## config.mk

```make
export PLATFORM = sky130hd
export DESIGN_NAME = dht_queue
export DESIGN_NICKNAME = d
export VERILOG_FILES = /design/src/rtl/dht_pkg.sv /design/src/rtl/dht_queue.sv
export SDC_FILE = /design/constraint.sdc
export NUM_CORES = 1
export LEC_CHECK = 0
export ABC_AREA = 1
export ABC_CLOCK_PERIOD_IN_PS = 7800
export BUFFER_PORTS_ARGS = -buffer_cell sky130_fd_sc_hd__buf_2
export CORE_MARGIN = 2
export CORE_UTILIZATION = 47
export DETAILED_ROUTE_END_ITERATION = 16
export HOLD_SLACK_MARGIN = 0.08
export PLACE_DENSITY = 0.8
export SLEW_MARGIN = 20
export SYNTH_ARGS = -nofsm -noshare
export SYNTH_HDL_FRONTEND = slang
export SYNTH_SLANG_ARGS = --single-unit
```

## constraint.sdc

```tcl
create_clock -name clk_i -period 7.8 [get_ports clk_i]
set_input_delay 1.56 -clock clk_i [delete_from_list [all_inputs] [get_ports clk_i]]
set_output_delay 1.56 -clock clk_i [all_outputs]
set_load 0.01 [all_outputs]
```

## src/rtl/dht_pkg.sv

```systemverilog
package dht_pkg;

  // loss rate fixed point
  localparam int RATE_FRAC_BITS = 16;

  // time constants
  localparam logic [31:0] NS_PER_S = 32'd1000000000;
  localparam logic [31:0] HALF_S   = 32'd500000000;

  // divider size
  localparam int DIV_STEPS = 64;
  localparam int DIV_CNT_W = $clog2(DIV_STEPS);

  // queue depth between front and back
  localparam int QUEUE_DEPTH = 2;
  localparam int QUEUE_PTR_W = $clog2(QUEUE_DEPTH);

  // configuration register indexes
  localparam logic [1:0] CFG_PPS_OFFSET = 2'd0;
  localparam logic [1:0] CFG_FRAG_PERIOD = 2'd1;
  localparam logic [1:0] CFG_MAX_GAP = 2'd2;
  localparam logic [1:0] CFG_MAX_T0 = 2'd3;

  // configuration reset values
  localparam logic [30:0] PPS_OFFSET_RST = 31'd0;
  localparam logic [31:0] FRAG_PERIOD_RST = 32'd1000000;
  localparam logic [31:0] MAX_GAP_RST = 32'd0;
  localparam logic [29:0] MAX_T0_RST = 30'd1000000000;

  typedef enum logic [1:0] {
    REQ_OPEN  = 2'd0,
    REQ_HIT   = 2'd1,
    REQ_CLOSE = 2'd2
  } req_e;

  typedef enum logic [1:0] {
    KIND_HIT  = 2'd0,
    KIND_FRAG = 2'd1,
    KIND_SUM  = 2'd2
  } kind_e;

  typedef struct packed {
    logic [30:0] pps_offset;
    logic [31:0] frag_period;
    logic [31:0] max_gap;
    logic [29:0] max_t0;
  } cfg_t;

  // one classified request waiting for the back end
  typedef struct packed {
    req_e        req;
    logic [63:0] mean;
    logic [29:0] ts0;
    logic [29:0] raw;
    logic [15:0] lost_cpu;
    logic [15:0] lost_fpga;
  } entry_t;

endpackage

```

## src/rtl/dht_queue.sv

```systemverilog
module dht_queue import dht_pkg::*; (
  input  logic   clk_i,
  input  logic   rst_ni,
  input  logic   push_i,
  input  entry_t entry_i,
  input  logic   pop_i,
  output entry_t entry_o,
  output logic   empty_o,
  output logic   full_o
);

  entry_t                 mem_q [QUEUE_DEPTH];
  logic [QUEUE_PTR_W-1:0] wr_ptr_q;
  logic [QUEUE_PTR_W-1:0] rd_ptr_q;
  logic [QUEUE_PTR_W:0]   count_q;

  assign empty_o = (count_q == '0);
  assign full_o  = (count_q == (QUEUE_PTR_W+1)'(QUEUE_DEPTH));
  assign entry_o = mem_q[rd_ptr_q];

  // storage
  always_ff @(posedge clk_i) begin
    if (push_i) begin
      mem_q[wr_ptr_q] <= entry_i;
    end
  end

  // pointers and fill count
  always_ff @(posedge clk_i or negedge rst_ni) begin
    if (!rst_ni) begin
      wr_ptr_q <= '0;
      rd_ptr_q <= '0;
      count_q  <= '0;
    end else begin
      if (push_i) begin
        wr_ptr_q <= wr_ptr_q + 1'b1;
      end
      if (pop_i) begin
        rd_ptr_q <= rd_ptr_q + 1'b1;
      end
      if (push_i && !pop_i) begin
        count_q <= count_q + 1'b1;
      end else if (pop_i && !push_i) begin
        count_q <= count_q - 1'b1;
      end
    end
  end

endmodule

```

* Yosys cells after proc, flatten, opt, wreduce, memory -nomap -nowiden
Memories as Yosys holds them, arrays and structs flattened. Cells that the tools add are included.
Cells by class: add/subtract/negate cells 4, equality and inequality tests 1, multiplexer cells 4, reduce and logical (&&, ||, !) cells 6
Operators with widths (number):
- two-way mux 2 bit | 2
- adder 1 bit (second input constant) | 2
- adder 2 x 1 -> 2 bit (second input constant) | 1
- equality test 2 bit (second input constant) | 1
- logical AND 1 bit | 2
- zero test 1 bit | 2
- zero test 2 bit | 1
- two-way mux 1 bit | 2
- nonzero test 2 bit | 1
- subtractor 2 x 1 -> 2 bit (second input constant) | 1
Word-level totals: register bits 4, bits in writable memories 316, output and inout bits 160, word-level logic and storage cells 19, memories 1
Memories:
- mem_q | words 2, width 158, read ports 1, clocked after memory_dff 0, wr ports 1, line dht_queue.sv:12 | entry_t mem_q [QUEUE_DEPTH];

* Logic depth before layout (Yosys ltp)
Gate-level depths: netlist of run 1.
word-level depth 4, gate-level depth with buffers 7

* Worst setup path after synthesis of run 1
No wires, ideal clock.
path type input port to flip-flop, start input push_i, end memory mem_q[0][0] (netlist name) (enable), library setup time 0.682 ns, data arrival time 8.205 ns, required time 7.118 ns, path slack -1.088 ns, stages 2, path buffers 0, path through inv_1 nor2_1
Between the ends: cells in the longest elaborated chain, start to end 2
RTL lines:
- start, declared | line dht_queue.sv:4 | input logic push_i,
- two-way mux 1 bit | line dht_queue.sv:23 | if (push_i) begin
- two-way mux 1 bit (implied by the code) | line dht_queue.sv:24 | mem_q[wr_ptr_q] <= entry_i;
- end, declared | line dht_queue.sv:12
Every way passes these cells.

==> results of run 1 <==
==> worst paths after layout <==
path | startpoint | end | cells after the start
min in group asynchronous | rst_ni | wr_ptr_q$_DFFE_PN0P_ | 1
min | count_q[1]$_DFFE_PN0P_ | count_q[1]$_DFFE_PN0P_ | 2
min reg2reg | count_q[1]$_DFFE_PN0P_ | count_q[1]$_DFFE_PN0P_ | 2
max in group asynchronous | rst_ni | rd_ptr_q$_DFFE_PN0P_ | 1
max reg2reg | wr_ptr_q$_DFFE_PN0P_ | mem_q[1][89]$_DFFE_PP_ | 3
max | rd_ptr_q$_DFFE_PN0P_ | entry_o[127] | 3
==> critical path: cells and delay by family, from the launching register on <==
kind                   cells  cell delay (ns)
flip-flops                 1             1.07
buffers and inverters      2             1.01
multiplexers               1             0.43
==> routing by layer <==
metal / up-vias / GRT usage / wire length (um)
li1: 2736 / - / -
met1: 2894 / 0.1878 / 8613
met2: 244 / 0.2876 / 11580
met3: 46 / 0.04343 / 1862
met4: 2 / 0.04545 / 473
met5: - / 0 / 11
==> sequential cells by signal, summed over array words and instances (netlist names) <==
name,flops
wr_ptr_q,1
rd_ptr_q,1
mem_q,316
count_q,2
==> cell families after synthesis <==
family / after synthesis / share of synthesized area
xor+xnor: 3 / 0.002184
fa+ha+maj: 1 / 0.001040
mux: 158 / 0.1794
buf+inv: 25 / 0.01695
flops: 320 / 0.7970
simple gates: 10 / 0.003432
==> metrics by stage <==
stage	power (mW)	std cells	hold slack, ns
finish	5.429	1213	0.5510
global route	5.678	1212	0.5703
CTS	5.505	1212	0.5498
detailed placement	4.070	1155	0.5307
global placement	4.039	1155	0.4892
floorplan	3.583	517	0.4631
==> report_power, final <==
| part | switching, mW | internal [mW] |
|---|---|---|
| registers | 0.154 | 2.29 |
| clock network | 0.593 | 0.832 |
| logic | 0.770 | 0.795 |
==> cells in the mapped netlist (all sizes together) <==
master    n  share of area
xor2      2         0.0015
ha        1         0.0010
buf      18          0.015
nand3     1        0.00042
xnor2     1        0.00073
mux2    158           0.18
nand4     1        0.00052
edfxtp  316           0.79
inv       7         0.0022
dfrtp     4         0.0083
nor2      3        0.00094
nand2     5         0.0016
==> area by class of cell <==
type                            instances  share of cell area
Antenna cell                            1           0.0001678
Clock buffer                           43             0.05773
Clock inverter                         14            0.008139
Inverter                                7            0.002098
Multi-Input combinational cell        172              0.1506
Sequential cell                       320              0.6433
Tap cell                              330             0.02769
Timing Repair Buffer                  326              0.1103
==> results.cfg, run 1 <==
[worst_setup_path]
slowest_stage = dfrtp_4
critical_path.max_stage_delay_ns = 1.07
required_ns = 6.24
path_max_fanout = 65
path_cells = buf_4 -> mux2_2 -> buf_2
critPathLaunchType = register
arrival_ns = 3.16
rrSetupSlack_ns = 5.30
end_kind = output pin
path_class = reg -> out

[drt]
detail_route.wl_per_cell_um = 18.58
drc = 0
vias = 5922
routed_wl_mm = 22.54
vias_per_cell = 4.882
drt_first_iter_violations = 384
final_antenna_net_count = 0
firstDrtPassIters = 4

[yosys]
netlist_instances = 517
yosys_warnings = 0
syn_avg_cell_area_um2 = 23.27
netlist_area_mm2 = 0.01203
yosys_register_bits = 320
synthDistinctLibCells = 14
syn_nets = 680
synth.yosys.seq_area_share = 0.7970

[clocking]
clk_pin_slew_worst_paths_ns = 0.06
ctsHoldBuffers = 0
cts_tree = built
cts_root_buffer = clkbuf_16
cts_max_level = 1
cts_buffer_depth = 3
clock-sinks = 320
cts_buffers = 31
clock_latency_ns = 0.54
postCtsSetupBuffers = 0
cts-resized-gates = 0

[finish]
multi_input_area_mm2 = 0.002246
finalCoreUtilization = 0.5922
final_cell_mix = buf_2, edfxtp_1, mux2_4
nets = 1021
nFillCells = 1835
final_common_cell = buf_2
drive_gt1_frac = 0.6043
area_delta_synth_final_pct = 23.94
seq_area_mm2 = 0.009593
finalInstanceArea_mm2 = 0.01491

[run]
maxCapViolCount = 0

[grt]
grt_max_degree = 94
grt_pass1_wl_mm = 32.89
grt_pass1_vias = 6117
antenna_found_initial = 2
grt_use_total = 0.1597
overflow = 0

[die]
core_mm2 = 0.02518
fp.dieH_um = 164.0
core.rowCount = 58
die_area_mm2 = 0.02689
ios = 322
start_util = 0.4778
die_w_um = 164.0

[placed_design]
placed_area_mm2 = 0.01393
place.gp.congestion = 0.6978
port_buffers = 321
dp_hpwl_mm = 15.04
post-place-ws_ns = 3.630

[sta]
worst_slack_ns = 3.080
tightest_slew_ns = 0.9863
fin_crit_ns = 4.720
slew_headroom = 0.3425
finalSetupViolations = 0
fin_skew_ns = 0.01112
period_share = 0.6051
hold_violations = 0
max_freq_ghz = 0.2119
rsz0062_at_grt = false
maxSlewViolCount = 0
fin_tns_setup_ns = 0

[power_and_ir_drop]
ir_drop_mv = 0.2372
leakage_nw = 5.911
power_density_mw_per_mm2 = 364.1

[hold_path]
hp-class = reg -> reg

[run_status]
outcome = complete, no violations
No activity file was read; power rests on OpenSTA's default activity.
==> run 2, diff against run 1 <==
--- a/config.mk
+++ b/config.mk
@@ -6,7 +6,7 @@
 export NUM_CORES = 1
 export LEC_CHECK = 0
 export ABC_AREA = 1
-export ABC_CLOCK_PERIOD_IN_PS = 7800
+export ABC_CLOCK_PERIOD_IN_PS = 4200
 export BUFFER_PORTS_ARGS = -buffer_cell sky130_fd_sc_hd__buf_2
 export CORE_MARGIN = 2
 export CORE_UTILIZATION = 47
==> constraint.sdc (replaced) <==
create_clock -name clk_i -period 4.2 [get_ports clk_i]
set_input_delay 0.84 -clock clk_i [delete_from_list [all_inputs] [get_ports clk_i]]
set_output_delay 0.84 -clock clk_i [all_outputs]
set_load 0.01 [all_outputs]
==> run 2 against run 1 <==
Compared with the run above: clock-buffer cell count is 5 higher; global-route usage fell by 0.082 points; worst setup slack got worse by 2.1 ns; clock power increased by 100%; total power grew 92%; sequential power is 84% higher; critical path depth unchanged; non-clock buffer count increased by 13; final cell count rose by 1.6%; sequential cell count did not move; hold slack got worse by 0.41 ns; critical path type unchanged; largest cell class unchanged.
==> results.cfg, run 2 (synthesis results as in run 1) <==
[clocking]
cts_buffer_depth = 3
clk_pin_slew_worst_paths_ns = 0.06
cts_root_buffer = clkbuf_16
cts_max_level = 2
cts_tree = built
clock-sinks = 320
cts_buffers = 34
cts-resized-gates = 0
postCtsSetupBuffers = 0
ctsHoldBuffers = 0
clock_latency_ns = 0.50

[sta]
maxSlewViolCount = 0
max_freq_ghz = 0.3105
slew_headroom = 0.3405
hold_violations = 0
finalSetupViolations = 0
fin_tns_setup_ns = 0
tightest_slew_ns = 0.9893
rsz0062_at_grt = false
fin_skew_ns = 0.01098
fin_crit_ns = 3.221
period_share = 0.7668

[drt]
vias_per_cell = 4.918
routed_wl_mm = 22.44
drc = 0
vias = 6059
final_antenna_net_count = 0
firstDrtPassIters = 4
detail_route.wl_per_cell_um = 18.21
drt_first_iter_violations = 380

[finish]
drive_gt1_frac = 0.6044
largest_register_ffs = 316
reg_top3 = mem_q: 316 flops, count_q: 2 flops
regMostFlops = mem_q
area_delta_synth_final_pct = 26.29
nets = 1037
instances_no_fill = 1232
final_cell_mix = buf_2, edfxtp_1, mux2_4
nFillCells = 1829
final_common_cell = buf_2
finalCoreUtilization = 0.6034

[run_status]
outcome = complete, no violations

[die]
core.rowCount = 58
die_w_um = 164.0
fp.dieH_um = 164.0
ios = 322
start_util = 0.4778
core_mm2 = 0.02518
die_area_mm2 = 0.02689

[placed_design]
port_buffers = 321
dp_hpwl_mm = 15.28
place.gp.congestion = 0.7748
dp_cells = 1168

[worst_setup_path]
required_ns = 3.36
path_class = reg -> out
path_max_fanout = 42
slowest_stage = dfrtp_4
path_cells = buf_4 -> mux2_2 -> buf_2
arrival_ns = 2.38
critical_path.max_stage_delay_ns = 0.93
end_kind = output pin
critPathLaunchType = register

[hold_path]
hp-class = in -> async

[grt]
grt_max_degree = 89
antenna_found_initial = 2
grt_use_total = 0.1589
overflow = 0
grt_pass1_vias = 6267
grt_pass1_wl_mm = 32.53

[power_and_ir_drop]
ir_drop_mv = 0.4147
p_comb_frac = 0.293
p_int_mw = 7.582
share_seq_of_total_power = 0.430
power_density_mw_per_mm2 = 687.4
leakage_nw = 6.048
p_sw_frac = 0.2741
pwr-share-clk = 0.277
p_sw_mw = 2.862

[run]
maxCapViolCount = 0
[run 2: metrics by stage]
stage	hold slack [ns]	setup WS, ns	power (mW)	area (um^2)
6_report	0.1431	0.9793	10.44	15190
4_1_cts	0.1209	0.9306	10.59	15190
2_1_floorplan	0.4631	0.5387	6.617	12040
3_5_place_dp	0.5224	1.475	7.670	14090
5_1_grt	0.1292	0.8595	10.91	15190
3_3_place_gp	0.4874	1.512	7.600	14090
[run 2: final timing paths]
kind	slack [ns]	depth (start not counted)	end	from
min in group clk_i	0.53	1	mem_q[0][63]$_DFFE_PP_	entry_i[63]
worst min register to register	0.53	2	count_q[1]$_DFFE_PN0P_	count_q[1]$_DFFE_PN0P_
max in group asynchronous	3.91	1	rd_ptr_q$_DFFE_PN0P_	rst_ni
worst min-delay path	0.14	1	count_q[0]$_DFFE_PN0P_	rst_ni
worst max register to register	2.25	2	mem_q[0][88]$_DFFE_PP_	wr_ptr_q$_DFFE_PN0P_
worst max-delay path	0.98	3	entry_o[138]	rd_ptr_q$_DFFE_PN0P_
[run 2: final cells by class]
cell class              instances  area (um^2)  area share
inverters                       7        30.03    0.001976
flip-flops and latches        320         9593      0.6313
diodes                          2        5.005   0.0003294
repair buffers                339         1804      0.1187
well taps                     330        412.9     0.02717
multi-input cells             172         2246      0.1478
clock buffers                  48        967.2     0.06365
clock inverters                14        136.4    0.008976
[run 2: layer usage]
metal	wire (um)	up-vias	part of all wire	GRT usage
met2	11570	274	0.52	0.2815
met4	795	0	0.035	0.07416
li1	-	2775	-	-
met5	0	-	0	0
met3	2069	60	0.092	0.05202
met1	8001	2950	0.36	0.1724
[run 2: power groups by stage]
| stage | Clock (mW) | Combinational, mW | Sequential, mW |
|---|---|---|---|
| 2_1_floorplan | 0 | 2.16 | 4.45 |
| 3_3_place_gp | 0 | 3.08 | 4.52 |
| 3_5_place_dp | 0 | 3.10 | 4.57 |
| 4_1_cts | 2.97 | 3.12 | 4.50 |
| 5_1_grt | 3.08 | 3.28 | 4.55 |
| 6_report | 2.89 | 3.06 | 4.49 |
[run 2: worst max-delay path: cells and delay by family, from the launching register on]
kind | cells | cell delay (ns)
buffers and inverters | 2 | 0.54
flip-flops | 1 | 0.93
multiplexers | 1 | 0.38
