### config.mk
export PLATFORM = sky130hd
export DESIGN_NAME = dht_front
export DESIGN_NICKNAME = d
export VERILOG_FILES = /design/src/rtl/dht_pkg.sv /design/src/rtl/dht_front.sv
export SDC_FILE = /design/constraint.sdc
export NUM_CORES = 1
export LEC_CHECK = 0
export BUFFER_PORTS_ARGS = -buffer_cell sky130_fd_sc_hd__buf_2
export CAP_MARGIN = 30
export CORE_MARGIN = 3
export CORE_UTILIZATION = 40
export DETAILED_ROUTE_END_ITERATION = 10
export PLACE_DENSITY_LB_ADDON = 0.08
export SYNTH_ARGS = -nofsm -noshare
export SYNTH_HDL_FRONTEND = slang
export SYNTH_SLANG_ARGS = --single-unit
### constraint.sdc
create_clock -name vclk -period 6.5
set_input_delay 1.3 -clock vclk [all_inputs]
set_output_delay 1.3 -clock vclk [all_outputs]
set_load 0.01 [all_outputs]
### src/rtl/dht_pkg.sv
package dht_pkg;

  // loss rate fixed point
  localparam int RATE_FRAC_BITS = 16;

  // time constants
  localparam logic [31:0] NS_PER_S = 32'd1000000000;
  localparam logic [31:0] HALF_S   = 32'd500000000;

  // divider size
  localparam int DIV_STEPS = 64;
  localparam int DIV_CNT_W = $clog2(DIV_STEPS);

  // queue depth between front and back
  localparam int QUEUE_DEPTH = 2;
  localparam int QUEUE_PTR_W = $clog2(QUEUE_DEPTH);

  // configuration register indexes
  localparam logic [1:0] CFG_PPS_OFFSET = 2'd0;
  localparam logic [1:0] CFG_FRAG_PERIOD = 2'd1;
  localparam logic [1:0] CFG_MAX_GAP = 2'd2;
  localparam logic [1:0] CFG_MAX_T0 = 2'd3;

  // configuration reset values
  localparam logic [30:0] PPS_OFFSET_RST = 31'd0;
  localparam logic [31:0] FRAG_PERIOD_RST = 32'd1000000;
  localparam logic [31:0] MAX_GAP_RST = 32'd0;
  localparam logic [29:0] MAX_T0_RST = 30'd1000000000;

  typedef enum logic [1:0] {
    REQ_OPEN  = 2'd0,
    REQ_HIT   = 2'd1,
    REQ_CLOSE = 2'd2
  } req_e;

  typedef enum logic [1:0] {
    KIND_HIT  = 2'd0,
    KIND_FRAG = 2'd1,
    KIND_SUM  = 2'd2
  } kind_e;

  typedef struct packed {
    logic [30:0] pps_offset;
    logic [31:0] frag_period;
    logic [31:0] max_gap;
    logic [29:0] max_t0;
  } cfg_t;

  // one classified request waiting for the back end
  typedef struct packed {
    req_e        req;
    logic [63:0] mean;
    logic [29:0] ts0;
    logic [29:0] raw;
    logic [15:0] lost_cpu;
    logic [15:0] lost_fpga;
  } entry_t;

endpackage

### src/rtl/dht_front.sv
module dht_front import dht_pkg::*; (
  input  logic [30:0] pps_offset_i,
  input  logic        in_valid_i,
  input  logic [1:0]  req_type_i,
  input  logic [63:0] window_start_ns_i,
  input  logic [63:0] window_end_ns_i,
  input  logic [29:0] raw_ns_counter_i,
  input  logic [15:0] lost_cpu_i,
  input  logic [15:0] lost_fpga_i,
  input  logic        full_i,
  output logic        push_o,
  output entry_t      entry_o,
  output logic        in_stall_o
);

  localparam logic signed [32:0] S1 = 33'sd1000000000;
  localparam logic signed [32:0] S2 = 33'sd2000000000;

  logic signed [32:0] sum;
  logic signed [32:0] ts;
  req_e               req;

  assign req = req_e'(req_type_i);

  // counter plus cable offset, folded into one second
  always_comb begin
    sum = $signed({3'b000, raw_ns_counter_i}) + $signed({{2{pps_offset_i[30]}}, pps_offset_i});
    if (sum < 0) begin
      ts = ((sum + S1) < 0) ? (sum + S2) : (sum + S1);
    end else if (sum >= S2) begin
      ts = sum - S2;
    end else if (sum >= S1) begin
      ts = sum - S1;
    end else begin
      ts = sum;
    end
  end

  // build queue entry
  always_comb begin
    entry_o.req       = req;
    entry_o.mean      = {1'b0, window_start_ns_i[63:1]} + {1'b0, window_end_ns_i[63:1]};
    entry_o.ts0       = ts[29:0];
    entry_o.raw       = raw_ns_counter_i;
    entry_o.lost_cpu  = lost_cpu_i;
    entry_o.lost_fpga = lost_fpga_i;
  end

  // unused request code is taken and dropped
  assign push_o     = in_valid_i && !full_i && (req inside {REQ_OPEN, REQ_HIT, REQ_CLOSE});
  assign in_stall_o = full_i;

endmodule

# ---- Word level (Yosys, flattened, before mapping)
# Index checks and enable logic that the tools add are counted.
dict set report word_totals {
  ff_bits 0
  inputBits 225
  output_inout_bits 160
  word_cells 21
}
dict set report op_classes {
  addsub 6
  magnitude_cmp 4
  eq_ne 2
  mux 4
  n_reduce_logical 5
}
# operator n
set ops {}
lappend ops {{2-to-1 mux 30 bit} 4}
lappend ops {{adder 63 x 63 -> 64 bit} 1}
lappend ops {{adder 32 x 31 -> 33 bit (second input constant)} 1}
lappend ops {{less-than comparator 33 x 1 -> 1 bit (second input constant)} 1}
lappend ops {{adder 31 x 31 -> 32 bit} 1}
lappend ops {{>= comparator 32 x 31 -> 1 bit (second input constant)} 1}
lappend ops {{>= comparator 32 bit (second input constant)} 1}
lappend ops {{less-than comparator 32 x 1 -> 1 bit (second input constant)} 1}
lappend ops {{adder 30 x 29 -> 30 bit (second input constant)} 1}
lappend ops {{subtractor 30 x 28 -> 30 bit (second input constant)} 1}
lappend ops {{subtractor 30 x 29 -> 30 bit (second input constant)} 1}
lappend ops {{nonzero test 3 bit} 1}
lappend ops {{equality test 2 x 1 -> 1 bit (second input constant)} 1}
lappend ops {{equality test 2 bit (second input constant)} 1}
lappend ops {{logical AND 1 bit} 2}
lappend ops {{logical NOT 2 bit} 1}
lappend ops {{logical NOT 1 bit} 1}

# ---- Longest topological paths before layout
# Gate-level depths: netlist of the first run.
dict set report depth {
  depth_word 5
  ltp_mapped 18
  mapped_depth_nobuf 17
}

# ---- Worst setup path after synthesis of the first run
# OpenSTA, ideal clock, no wires.
dict set report synth_timing {
  path_kind {input to output}
  from {input port pps_offset_i[0]}
  to {output port entry_o[83] in the netlist's numbering}
  t_arrival_ps 5607
  t_required_ps 5200
  path_slack_ps -407
  stages 15
  n_path_buf 1
  path_cell_list {ha_1 fa_1 a21o_1 a21oi_1 xnor2_1 or4_1 or4_1 or4_1 a2111oi_2 or4b_1 buf_6 nor2b_2 a2111oi_0 or4_1 xnor2_1}
}
# item line
set synth_rtl {}
lappend synth_rtl {{start: declaration} dht_front.sv:2} ;# input logic [30:0] pps_offset_i,
lappend synth_rtl {{end: declaration} dht_front.sv:12} ;# output entry_t entry_o,

==> results of run 1 <==
-- cells by family after synthesis --
kind of cell | share of synthesized area [%]
AOI/OAI and AO/OA | 37.7
and+or+nand+nor | 25.1
buffers and inverters | 9.94
adders and majority gates | 16.0
xor gates and xnor gates | 10.0
muxes | 1.27
-- timing repair --
| item | 4_1_cts | 5_1_grt |
|---|---|---|
| setup endpoints to repair | 21 | 24 |
| setup buffers | 11 | 5 |
| hold endpoints to repair | 0 | 0 |
| resized for setup | 49 | 12 |
| pin swaps | 21 | 12 |
-- per-layer routing --
metal	vias up	part of all wire (%)	global-route usage, %
met5	-	0.078	0
met4	4	2.2	5.91
met3	59	5.9	2.18
met2	365	48	50.4
met1	4995	44	36.9
li1	5435	-	-
-- cell type report --
cell class         count  area [um2]
repair buffers       586        3650
multi-input cells   1052        7650
inverters             36         135
diodes                 6        15.0
well taps            265         332
fillers             2005        7870
-- report_power, final --
part | total (W) | internal [W] | switching [W]
logic | 0.00191 | 0.000894 | 0.00101
clock network | 0.000000000124 | 0.000000000124 | 0
registers | 0 | 0 | 0
total | 0.00191 | 0.000894 | 0.00101
-- through the flow --
stage | hold slack [ps] | worst slack (ps) | util, % | total power [W]
floorplan | 2650 | -95.9 | - | 0.00104
global placement | 2600 | -671 | 57.6 | 0.00178
detailed placement | 2600 | -640 | 57.6 | 0.00179
CTS | 2600 | -437 | 59.3 | 0.00186
global route | 2600 | -633 | 60.0 | 0.00206
finish | 2600 | -475 | 60.0 | 0.00191
-- cell usage after synthesis, types with 6 or more instances --
library cell	number
inv_1	36
or2_2	12
o31ai_1	10
nand2b_1	14
or4_1	7
nor3b_1	8
o21a_1	23
nand3_1	30
and2_1	18
a2111oi_0	6
a21o_1	63
and3_1	20
nor3_1	25
a211o_1	9
a221oi_1	11
nand4_1	22
o21bai_1	10
nor4_1	8
xor2_1	31
mux2i_1	8
a21oi_1	109
a211oi_1	22
clkbuf_1	32
o21ai_1	7
o21ai_0	77
a31oi_1	14
nand2_1	101
nor2_1	90
buf_4	66
ha_1	100
or3_1	13
o211ai_1	16
o22ai_1	6
nor2b_1	7
and4_1	6
xnor2_1	61
-- worst max path at each step --
stage                        startpoint     endpoint  slack, ps  cells past startpoint
floorplan               pps_offset_i[0]  entry_o[83]       -100                     15
global placement    raw_ns_counter_i[0]  entry_o[82]       -670                     19
detailed placement  raw_ns_counter_i[0]  entry_o[83]       -640                     19
CTS                 raw_ns_counter_i[0]  entry_o[83]       -440                     19
global route            pps_offset_i[0]  entry_o[82]       -630                     21
finish              raw_ns_counter_i[0]  entry_o[83]       -470                     18
==> out/results.txt, run 1 <==
result of the run: complete, but fails checks
failing checks: negative setup slack
average cell area after synthesis: 6.74 um2
vias in the first global route: 10200
post-synthesis to final-layout area growth: 46.3%
number of cells in the design after placement: 1924
setup repair after global routing missed its margin: true
number of antenna violations at the first check in global routing: 8
Synthesis Warnings: 0
total number of sequential cells: 0
DRT antenna net count: 0
num rows: 51
critical hold path startpoint: lost_fpga_i[12]
top area cells in the synthesized netlist: ha_1 (16%), a21oi_1 (6.8%), xnor2_1 (6.6%), buf_4 (6.2%), a21o_1 (5.9%)
commonest non-fill, non-tap cell in the layout: buf_2
max_cap viols: 0
setup TNS after final layout: -8120 ps
routed vias: 10900
final std cell area, no fill: 11800 um2
number of setup violations in the final report: 21
share of the clock period used by the worst path: 107%
most frequent cells in the layout: buf_2 (317), buf_4 (260), a21oi_1 (105), nand2_1 (101), ha_1 (98)
largest net degree at the start of global routing: 17
floorplan die area: 21900 um2
family with the most delay on the worst path: simple AND/OR/NAND/NOR gates
quantity of I/O buffers inserted on ports: 319
maximum fanout count along the critical path: 3
path type of the worst setup path: primary input to output pin
gp weighted congestion: 0.987
Max Transition Viols Final: 0
area of the core region: 19700 um2
Starting Density: 41.0%
Pleak: 5.93 nW
final standard cell count with taps included and fillers excluded: 1945
most frequent CP cell: or4_4
data arrival time of the worst path: 5670 ps
number of hold buffers added after cts: 0
count of buffer and inverter cells on the critical path: 4
Worst setup SP type: primary input
headroom to the max-slew limit: 59.6%
detail-routed net length per standard cell: 17.2 um
Worst Hold Class: primary input to output pin
instance count of the mapped netlist: 1195
cell count of the worst hold path: 0
number of design-rule violations left by the first detailed-router iteration: 665
worst-margin pin slew: 590 ps
sequential standard cell area: 0 um2
Pre-Repair DR Iteration Count: 7
fin worst setup slack: -475 ps
critical path data required time: 5200 ps
sequential area share after synthesis: 0%
share of cells above drive strength 1: 39.8%
post-detailed-route via-to-cell ratio: 5.58
Worst VDD drop: 0.139 mV
maximum frequency from static timing analysis: 143 MHz
clock buf count: 0
areal power density over the cells: 162 nW/um2
# nets final: 2003
min Tclk post-route: 6970 ps
largest incremental delay on the critical path: 550 ps
wire length of the first global-routing pass: 51400 um
DPL Wire Length: 28700 um
netlist area before placement: 8060 um2
total global routing track utilization: 28.1%
number of distinct library cell variants in the gate-level netlist after synthesis: 79
placed cell areas: 11300 um2
endpoints failing hold: 0
kind of capture point of the worst setup path: output pin
hold endpoint: entry_o[12]
Chip Height: 148 um
die width: 148 um
CP cell instances: buf_6 > ha_4 > fa_2 > a21o_1 > buf_6 > a22oi_1 > nand4b_1 > o2111a_1 > or4_4 > or4_4 > a2111oi_4 > or4b_4 > buf_4 > nor2b_2 > a2111oi_1 > or4_4 > xnor2_2 > buf_2
total wire length after detailed routing: 33500 um
post-synth top area share: 15.5%
number of placed I/O pins: 385
overall overflow remaining after global route: 0
library cell with the largest summed area after synthesis: ha_1
DRC violation count after routing: 0
Mapped Nets: 1522
Worst path slowest cell: or4_4
No activity file was read; power rests on OpenSTA's default activity.
==> run 2, diff against run 1 <==
- BUFFER_PORTS_ARGS: -buffer_cell sky130_fd_sc_hd__buf_2 -> unset
- DONT_BUFFER_PORTS: unset -> 1
- SLEW_MARGIN: unset -> 20
==> out/results.txt, run 2 (synthesized netlist as in run 1, its figures left out) <==
overall overflow remaining after global route: 0 (unchanged)
hold endpoint: entry_o[12] (unchanged)
gp weighted congestion: 0.937 (was 0.987)
fin worst setup slack: -397 ps (was -475 ps)
Starting Density: 41.0% (unchanged)
headroom to the max-slew limit: 50.6% (was 59.6%)
number of hold buffers added after cts: 0 (unchanged)
largest net degree at the start of global routing: 17 (unchanged)
most frequent cells in the layout: buf_4 (237), a21oi_1 (104), nand2_1 (101), ha_1 (99), nor2_1 (89) (was buf_2 (317), buf_4 (260), a21oi_1 (105), nand2_1 (101), ha_1 (98))
register share of total power: 0% (about the same)
clock buf count: 0 (unchanged)
data arrival time of the worst path: 5600 ps (was 5670 ps)
kind of capture point of the worst setup path: output pin (unchanged)
Net Sw Power: 0.000937 W (was 0.00101 W)
failing checks: negative setup slack (unchanged)
floorplan die area: 21900 um2 (unchanged)
vias in the first global route: 9288 (was 10200)
total global routing track utilization: 27.0% (was 28.1%)
combinational power share: 100.0% (about the same)
DPL Wire Length: 27300 um (was 28700 um)
result of the run: complete, but fails checks (unchanged)
routed vias: 9591 (was 10900)
share of cells above drive strength 1: 24.5% (was 39.8%)
Pre-Repair DR Iteration Count: 6 (was 7)
cell count of the worst hold path: 0 (unchanged)
number of design-rule violations left by the first detailed-router iteration: 535 (was 665)
post-synthesis to final-layout area growth: 23.9% (was 46.3%)
Chip Height: 148 um (unchanged)
area of the core region: 19700 um2 (unchanged)
DRC violation count after routing: 0 (unchanged)
post-detailed-route via-to-cell ratio: 5.99 (was 5.58)
num rows: 51 (unchanged)
endpoints failing hold: 0 (unchanged)
path type of the worst setup path: primary input to output pin (unchanged)
total wire length after detailed routing: 31700 um (was 33500 um)
switching power as a share of total power: 54.9% (was 53.1%)
Worst setup SP type: primary input (unchanged)
placed cell areas: 9650 um2 (was 11300 um2)
setup repair after global routing missed its margin: true (unchanged)
Worst VDD drop: 0.140 mV (was 0.139 mV)
number of setup violations in the final report: 21 (unchanged)
maximum fanout count along the critical path: 5 (was 3)
quantity of I/O buffers inserted on ports: 0 (was 319)
total number of sequential cells: 0 (unchanged)
areal power density over the cells: 171 nW/um2 (was 162 nW/um2)
sequential standard cell area: 0 um2 (unchanged)
die width: 148 um (unchanged)
worst-margin pin slew: 742 ps (was 590 ps)
final std cell area, no fill: 9980 um2 (was 11800 um2)
detail-routed net length per standard cell: 19.8 um (was 17.2 um)
Pleak: 4.57 nW (was 5.93 nW)
Max Transition Viols Final: 0 (unchanged)
wire length of the first global-routing pass: 49100 um (was 51400 um)
Worst Hold Class: primary input to output pin (unchanged)
DRT antenna net count: 0 (unchanged)
number of antenna violations at the first check in global routing: 2 (was 8)
# nets final: 1663 (was 2003)
share of the clock period used by the worst path: 106% (was 107%)
Filler Cells Inserted: 2069 (was 2005)
Worst Hold Slack: 2600 ps (unchanged)
commonest non-fill, non-tap cell in the layout: buf_4 (was buf_2)
min Tclk post-route: 6900 ps (was 6970 ps)
critical hold path startpoint: lost_fpga_i[12] (unchanged)
multi-input combinational cell area: 7590 um2 (was 7650 um2)
clock network fraction of total power: 0% (about the same)
critical path data required time: 5200 ps (about the same)
maximum frequency from static timing analysis: 145 MHz (was 143 MHz)
Cell Int Power: 0.000770 W (was 0.000894 W)
number of placed I/O pins: 385 (unchanged)
max_cap viols: 0 (unchanged)
==> run 2: cell types whose count changed in the layout (fill, tap and decap cells not counted), sizes merged <==
cell   before  now
buf       586  246
diode       6    2
==> run 2: area by class of cell <==
class                      instances  area share [%]
antenna                            2          0.0502
tap                              265            3.32
multi-input combinational       1052            76.1
timing repair buffer             246            19.2
inverter                          36            1.35
==> run 2: layer usage <==
layer  track usage (%)  share of wire (%)
met4              7.11                2.8
met2              46.6                 47
met3              4.90                7.4
met1              34.8                 43
met5                 0                  0
==> run 2: worst max-delay path by stage <==
stage	start	endpoint	slack [ps]	cells past startpoint
after floorplan	pps_offset_i[0]	entry_o[83]	-100	15
after global placement	pps_offset_i[0]	entry_o[79]	-430	16
after detailed placement	pps_offset_i[4]	entry_o[79]	-450	15
after CTS	pps_offset_i[0]	entry_o[79]	-340	18
after global routing	pps_offset_i[0]	entry_o[91]	-550	17
final	pps_offset_i[0]	entry_o[91]	-400	17
==> run 2: what timing repair did <==
action,CTS,global route
gates resized for setup,25,26
pin swaps,24,14
setup buffers,4,3
endpoints found under the setup margin,21,21
==> run 2: critical path: stages <==
cell and delay (ps):
ha_4 140, fa_2 370, a21o_1 200, buf_6 120
a221oi_2 200, buf_4 190, o21a_1 150, o211ai_1 150
a32o_2 330, or4_4 580, a2111oi_4 270, or4b_4 540
nor3b_4 190, o41ai_2 370, a211oi_2 140, xor2_1 200
buf_4 150
==> run 2: per-stage QoR <==
step,instances,total power [W],util (%),setup slack [ps],setup TNS (ps)
after floorplan,1195,0.00104,-,-95.9,-306
after global placement,1592,0.00161,49.1,-435,-7590
after detailed placement,1592,0.00161,49.1,-450,-7910
after CTS,1596,0.00165,50.0,-342,-5500
after global routing,1601,0.00185,50.8,-550,-9390
final,1601,0.00171,50.8,-397,-6030
==> run 2: power by group through the flow <==
stage / clock [W] / combinational (W) / sequential (W)
floorplan: 0 / 0.00104 / 0
CTS: 0 / 0.00165 / 0
global route: 0.0000000000413 / 0.00185 / 0
detailed placement: 0 / 0.00161 / 0
global placement: 0 / 0.00161 / 0
finish: 0.0000000000414 / 0.00171 / 0
==> run 3, diff against run 2 <==
- ABC_AREA: unset -> 1
==> out/results.txt, run 3 <==
number of distinct library cell variants in the gate-level netlist after synthesis: 38 (was 79)
post-synthesis to final-layout area growth: -0.227% (was 23.9%)
number of hold buffers added after cts: 0 (unchanged)
worst-margin pin slew: 621 ps (was 742 ps)
Cell Int Power: 0.000406 W (was 0.000770 W)
DRC violation count after routing: 0 (unchanged)
share of cells above drive strength 1: 3.93% (was 24.5%)
maximum frequency from static timing analysis: 162 MHz (was 145 MHz)
Synthesis Warnings: 0 (unchanged)
most instantiated library cell after synthesis: nand2_1 (was a21oi_1)
Net Sw Power: 0.000927 W (was 0.000937 W)
headroom to the max-slew limit: 58.1% (was 50.6%)
die width: 159 um (was 148 um)
min Tclk post-route: 6160 ps (was 6900 ps)
cell count of the worst hold path: 0 (unchanged)
share of the clock period used by the worst path: 94.8% (was 106%)
Worst setup SP type: primary input (unchanged)
wire length of the first global-routing pass: 52900 um (was 49100 um)
multi-input combinational cell area: 7750 um2 (was 7590 um2)
path type of the worst setup path: primary input to output pin (unchanged)
endpoints failing hold: 0 (unchanged)
Pleak: 5.06 nW (was 4.57 nW)
quantity of I/O buffers inserted on ports: 0 (unchanged)
commonest non-fill, non-tap cell in the layout: nand2_1 (was buf_4)
Chip Height: 159 um (was 148 um)
number of setup violations in the final report: 0 (was 21)
Filler Cells Inserted: 2749 (was 2069)
vias in the first global route: 10300 (was 9288)
setup TNS after final layout: 0 ps (was -6030 ps)
floorplan die area: 25300 um2 (was 21900 um2)
instance count of the mapped netlist: 1813 (was 1195)
DPL Wire Length: 29400 um (was 27300 um)
area of the core region: 22800 um2 (was 19700 um2)
kind of capture point of the worst setup path: output pin (unchanged)
Worst Hold Class: primary input to output pin (unchanged)
post-detailed-route via-to-cell ratio: 5.30 (was 5.99)
DRT antenna net count: 0 (unchanged)
total wire length after detailed routing: 33300 um (was 31700 um)
number of antenna violations at the first check in global routing: 0 (was 2)
Worst VDD drop: 0.0510 mV (was 0.140 mV)
netlist area before placement: 9360 um2 (was 8060 um2)
library cell with the largest summed area after synthesis: nand2_1 (was ha_1)
number of placed I/O pins: 385 (unchanged)
# nets final: 2084 (was 1663)
Mapped Nets: 2140 (was 1522)
max_cap viols: 0 (unchanged)
critical hold path startpoint: lost_fpga_i[10] (was lost_fpga_i[12])
maximum fanout count along the critical path: 10 (was 5)
areal power density over the cells: 143 nW/um2 (was 171 nW/um2)
total global routing track utilization: 24.7% (was 27.0%)
combinational power share: 100.0% (about the same)
data arrival time of the worst path: 4860 ps (was 5600 ps)
hold endpoint: entry_o[10] (was entry_o[12])
total number of sequential cells: 0 (unchanged)
setup repair after global routing missed its margin: false (was true)
top area cells in the synthesized netlist: nand2_1 (23%), ha_1 (13%), inv_1 (10%), nor2_1 (7.8%), a21oi_1 (7.8%) (was ha_1 (16%), a21oi_1 (6.8%), xnor2_1 (6.6%), buf_4 (6.2%), a21o_1 (5.9%))
largest net degree at the start of global routing: 23 (was 17)
total power draw: 0.00133 W (was 0.00171 W)
clock network fraction of total power: 0% (about the same)
critical path data required time: 5200 ps (about the same)
gp weighted congestion: 0.971 (was 0.937)
most numerous cell types in the synthesized netlist: nand2_1 (567), inv_1 (254), nor2_1 (194) (was a21oi_1 (109), nand2_1 (101), ha_1 (100))
number of design-rule violations left by the first detailed-router iteration: 665 (was 535)
ANT cells: 0 (was 2)
sequential standard cell area: 0 um2 (unchanged)
sequential area share after synthesis: 0% (unchanged)
post-synth top area share: 22.7% (was 15.5%)
switching power as a share of total power: 69.6% (was 54.9%)
routed vias: 11000 (was 9591)
average cell area after synthesis: 5.16 um2 (was 6.74 um2)
Pre-Repair DR Iteration Count: 5 (was 6)
Max Transition Viols Final: 0 (unchanged)
overall overflow remaining after global route: 0 (unchanged)
detail-routed net length per standard cell: 16.1 um (was 19.8 um)
result of the run: finished clean (was complete, but fails checks)
register share of total power: 0% (about the same)
num rows: 55 (was 51)
Starting Density: 41.0% (about the same)
clock buf count: 0 (unchanged)
most frequent cells in the layout: nand2_1 (566), inv_1 (254), nor2_1 (194), a21oi_1 (144), nand3_1 (130) (was buf_4 (237), a21oi_1 (104), nand2_1 (101), ha_1 (99), nor2_1 (89))
run 3: through the flow:
step	util, %	cell area, um2	std cells	setup WS (ps)	hold WS, ps
after global routing	40.9	9340	2068	24.9	2600
after floorplan	-	9360	1813	943	2650
after detailed placement	40.8	9330	2068	341	2600
final	40.9	9340	2068	336	2600
after global placement	40.8	9330	2068	361	2600
after CTS	40.8	9330	2068	320	2600
run 3: worst max path at each step:
| stage | start | endpoint | slack [ps] | cells after the start |
|---|---|---|---|---|
| finish | pps_offset_i[2] | entry_o[87] | 340 | 24 |
| floorplan | pps_offset_i[0] | entry_o[72] | 940 | 19 |
| global placement | pps_offset_i[9] | entry_o[91] | 360 | 21 |
| detailed placement | pps_offset_i[9] | entry_o[91] | 340 | 21 |
| CTS | pps_offset_i[9] | entry_o[91] | 320 | 21 |
| global route | pps_offset_i[9] | entry_o[91] | 20 | 21 |
run 3: cells by family after synthesis:
logic type | share of synthesized area (%)
XOR/XNOR | 8.88
buffers and inverters | 17.2
adder cells (fa/ha/maj) | 13.8
AO/OA/AOI/OAI | 17.4
AND/OR/NAND/NOR | 42.7
run 3: worst max-delay path: stages:
cell     delay (ps)
ha_1            370
nand2_1         130
nand3_1         160
nand2_1          90
nand2_1         120
nand2_1         140
nand2_1         120
nand2_1          80
nand2_1         160
ha_1            250
inv_1            80
o21ai_1         110
nand2_1         130
nand2_1         160
nand3_1         140
nand3_2         130
nand2_2         130
nand2_2         170
nor2_4          280
inv_2           170
o21ai_1         190
nand2_1          80
nand2_1          60
nand2_1         110
run 3: repair_timing:
item                                    CTS  global route
endpoints found under the setup margin    0             2
resized for setup                         0             3
setup buffers                             0             0
run 3: final cells by class:
type / instances / area share (%)
repair buffers: 22 / 1.77
well taps: 313 / 4.19
multi-input cells: 1460 / 83.0
inverters: 273 / 11.0
run 3: routing by layer:
layer / up-vias / share of wire, % / global-route usage, %
met1: 4897 / 43 / 30.8
met3: 42 / 5.9 / 2.86
met4: 0 / 1.8 / 3.90
met2: 352 / 49 / 46.5
met5: - / 0 / 0
li1: 5674 / - / -
run 3: power groups by stage:
stage	Sequential [W]	Clock, W	Combinational [W]
finish	0	0	0.00133
global route	0	0	0.00150
detailed placement	0	0	0.00132
floorplan	0	0	0.00104
CTS	0	0	0.00133
global placement	0	0	0.00132
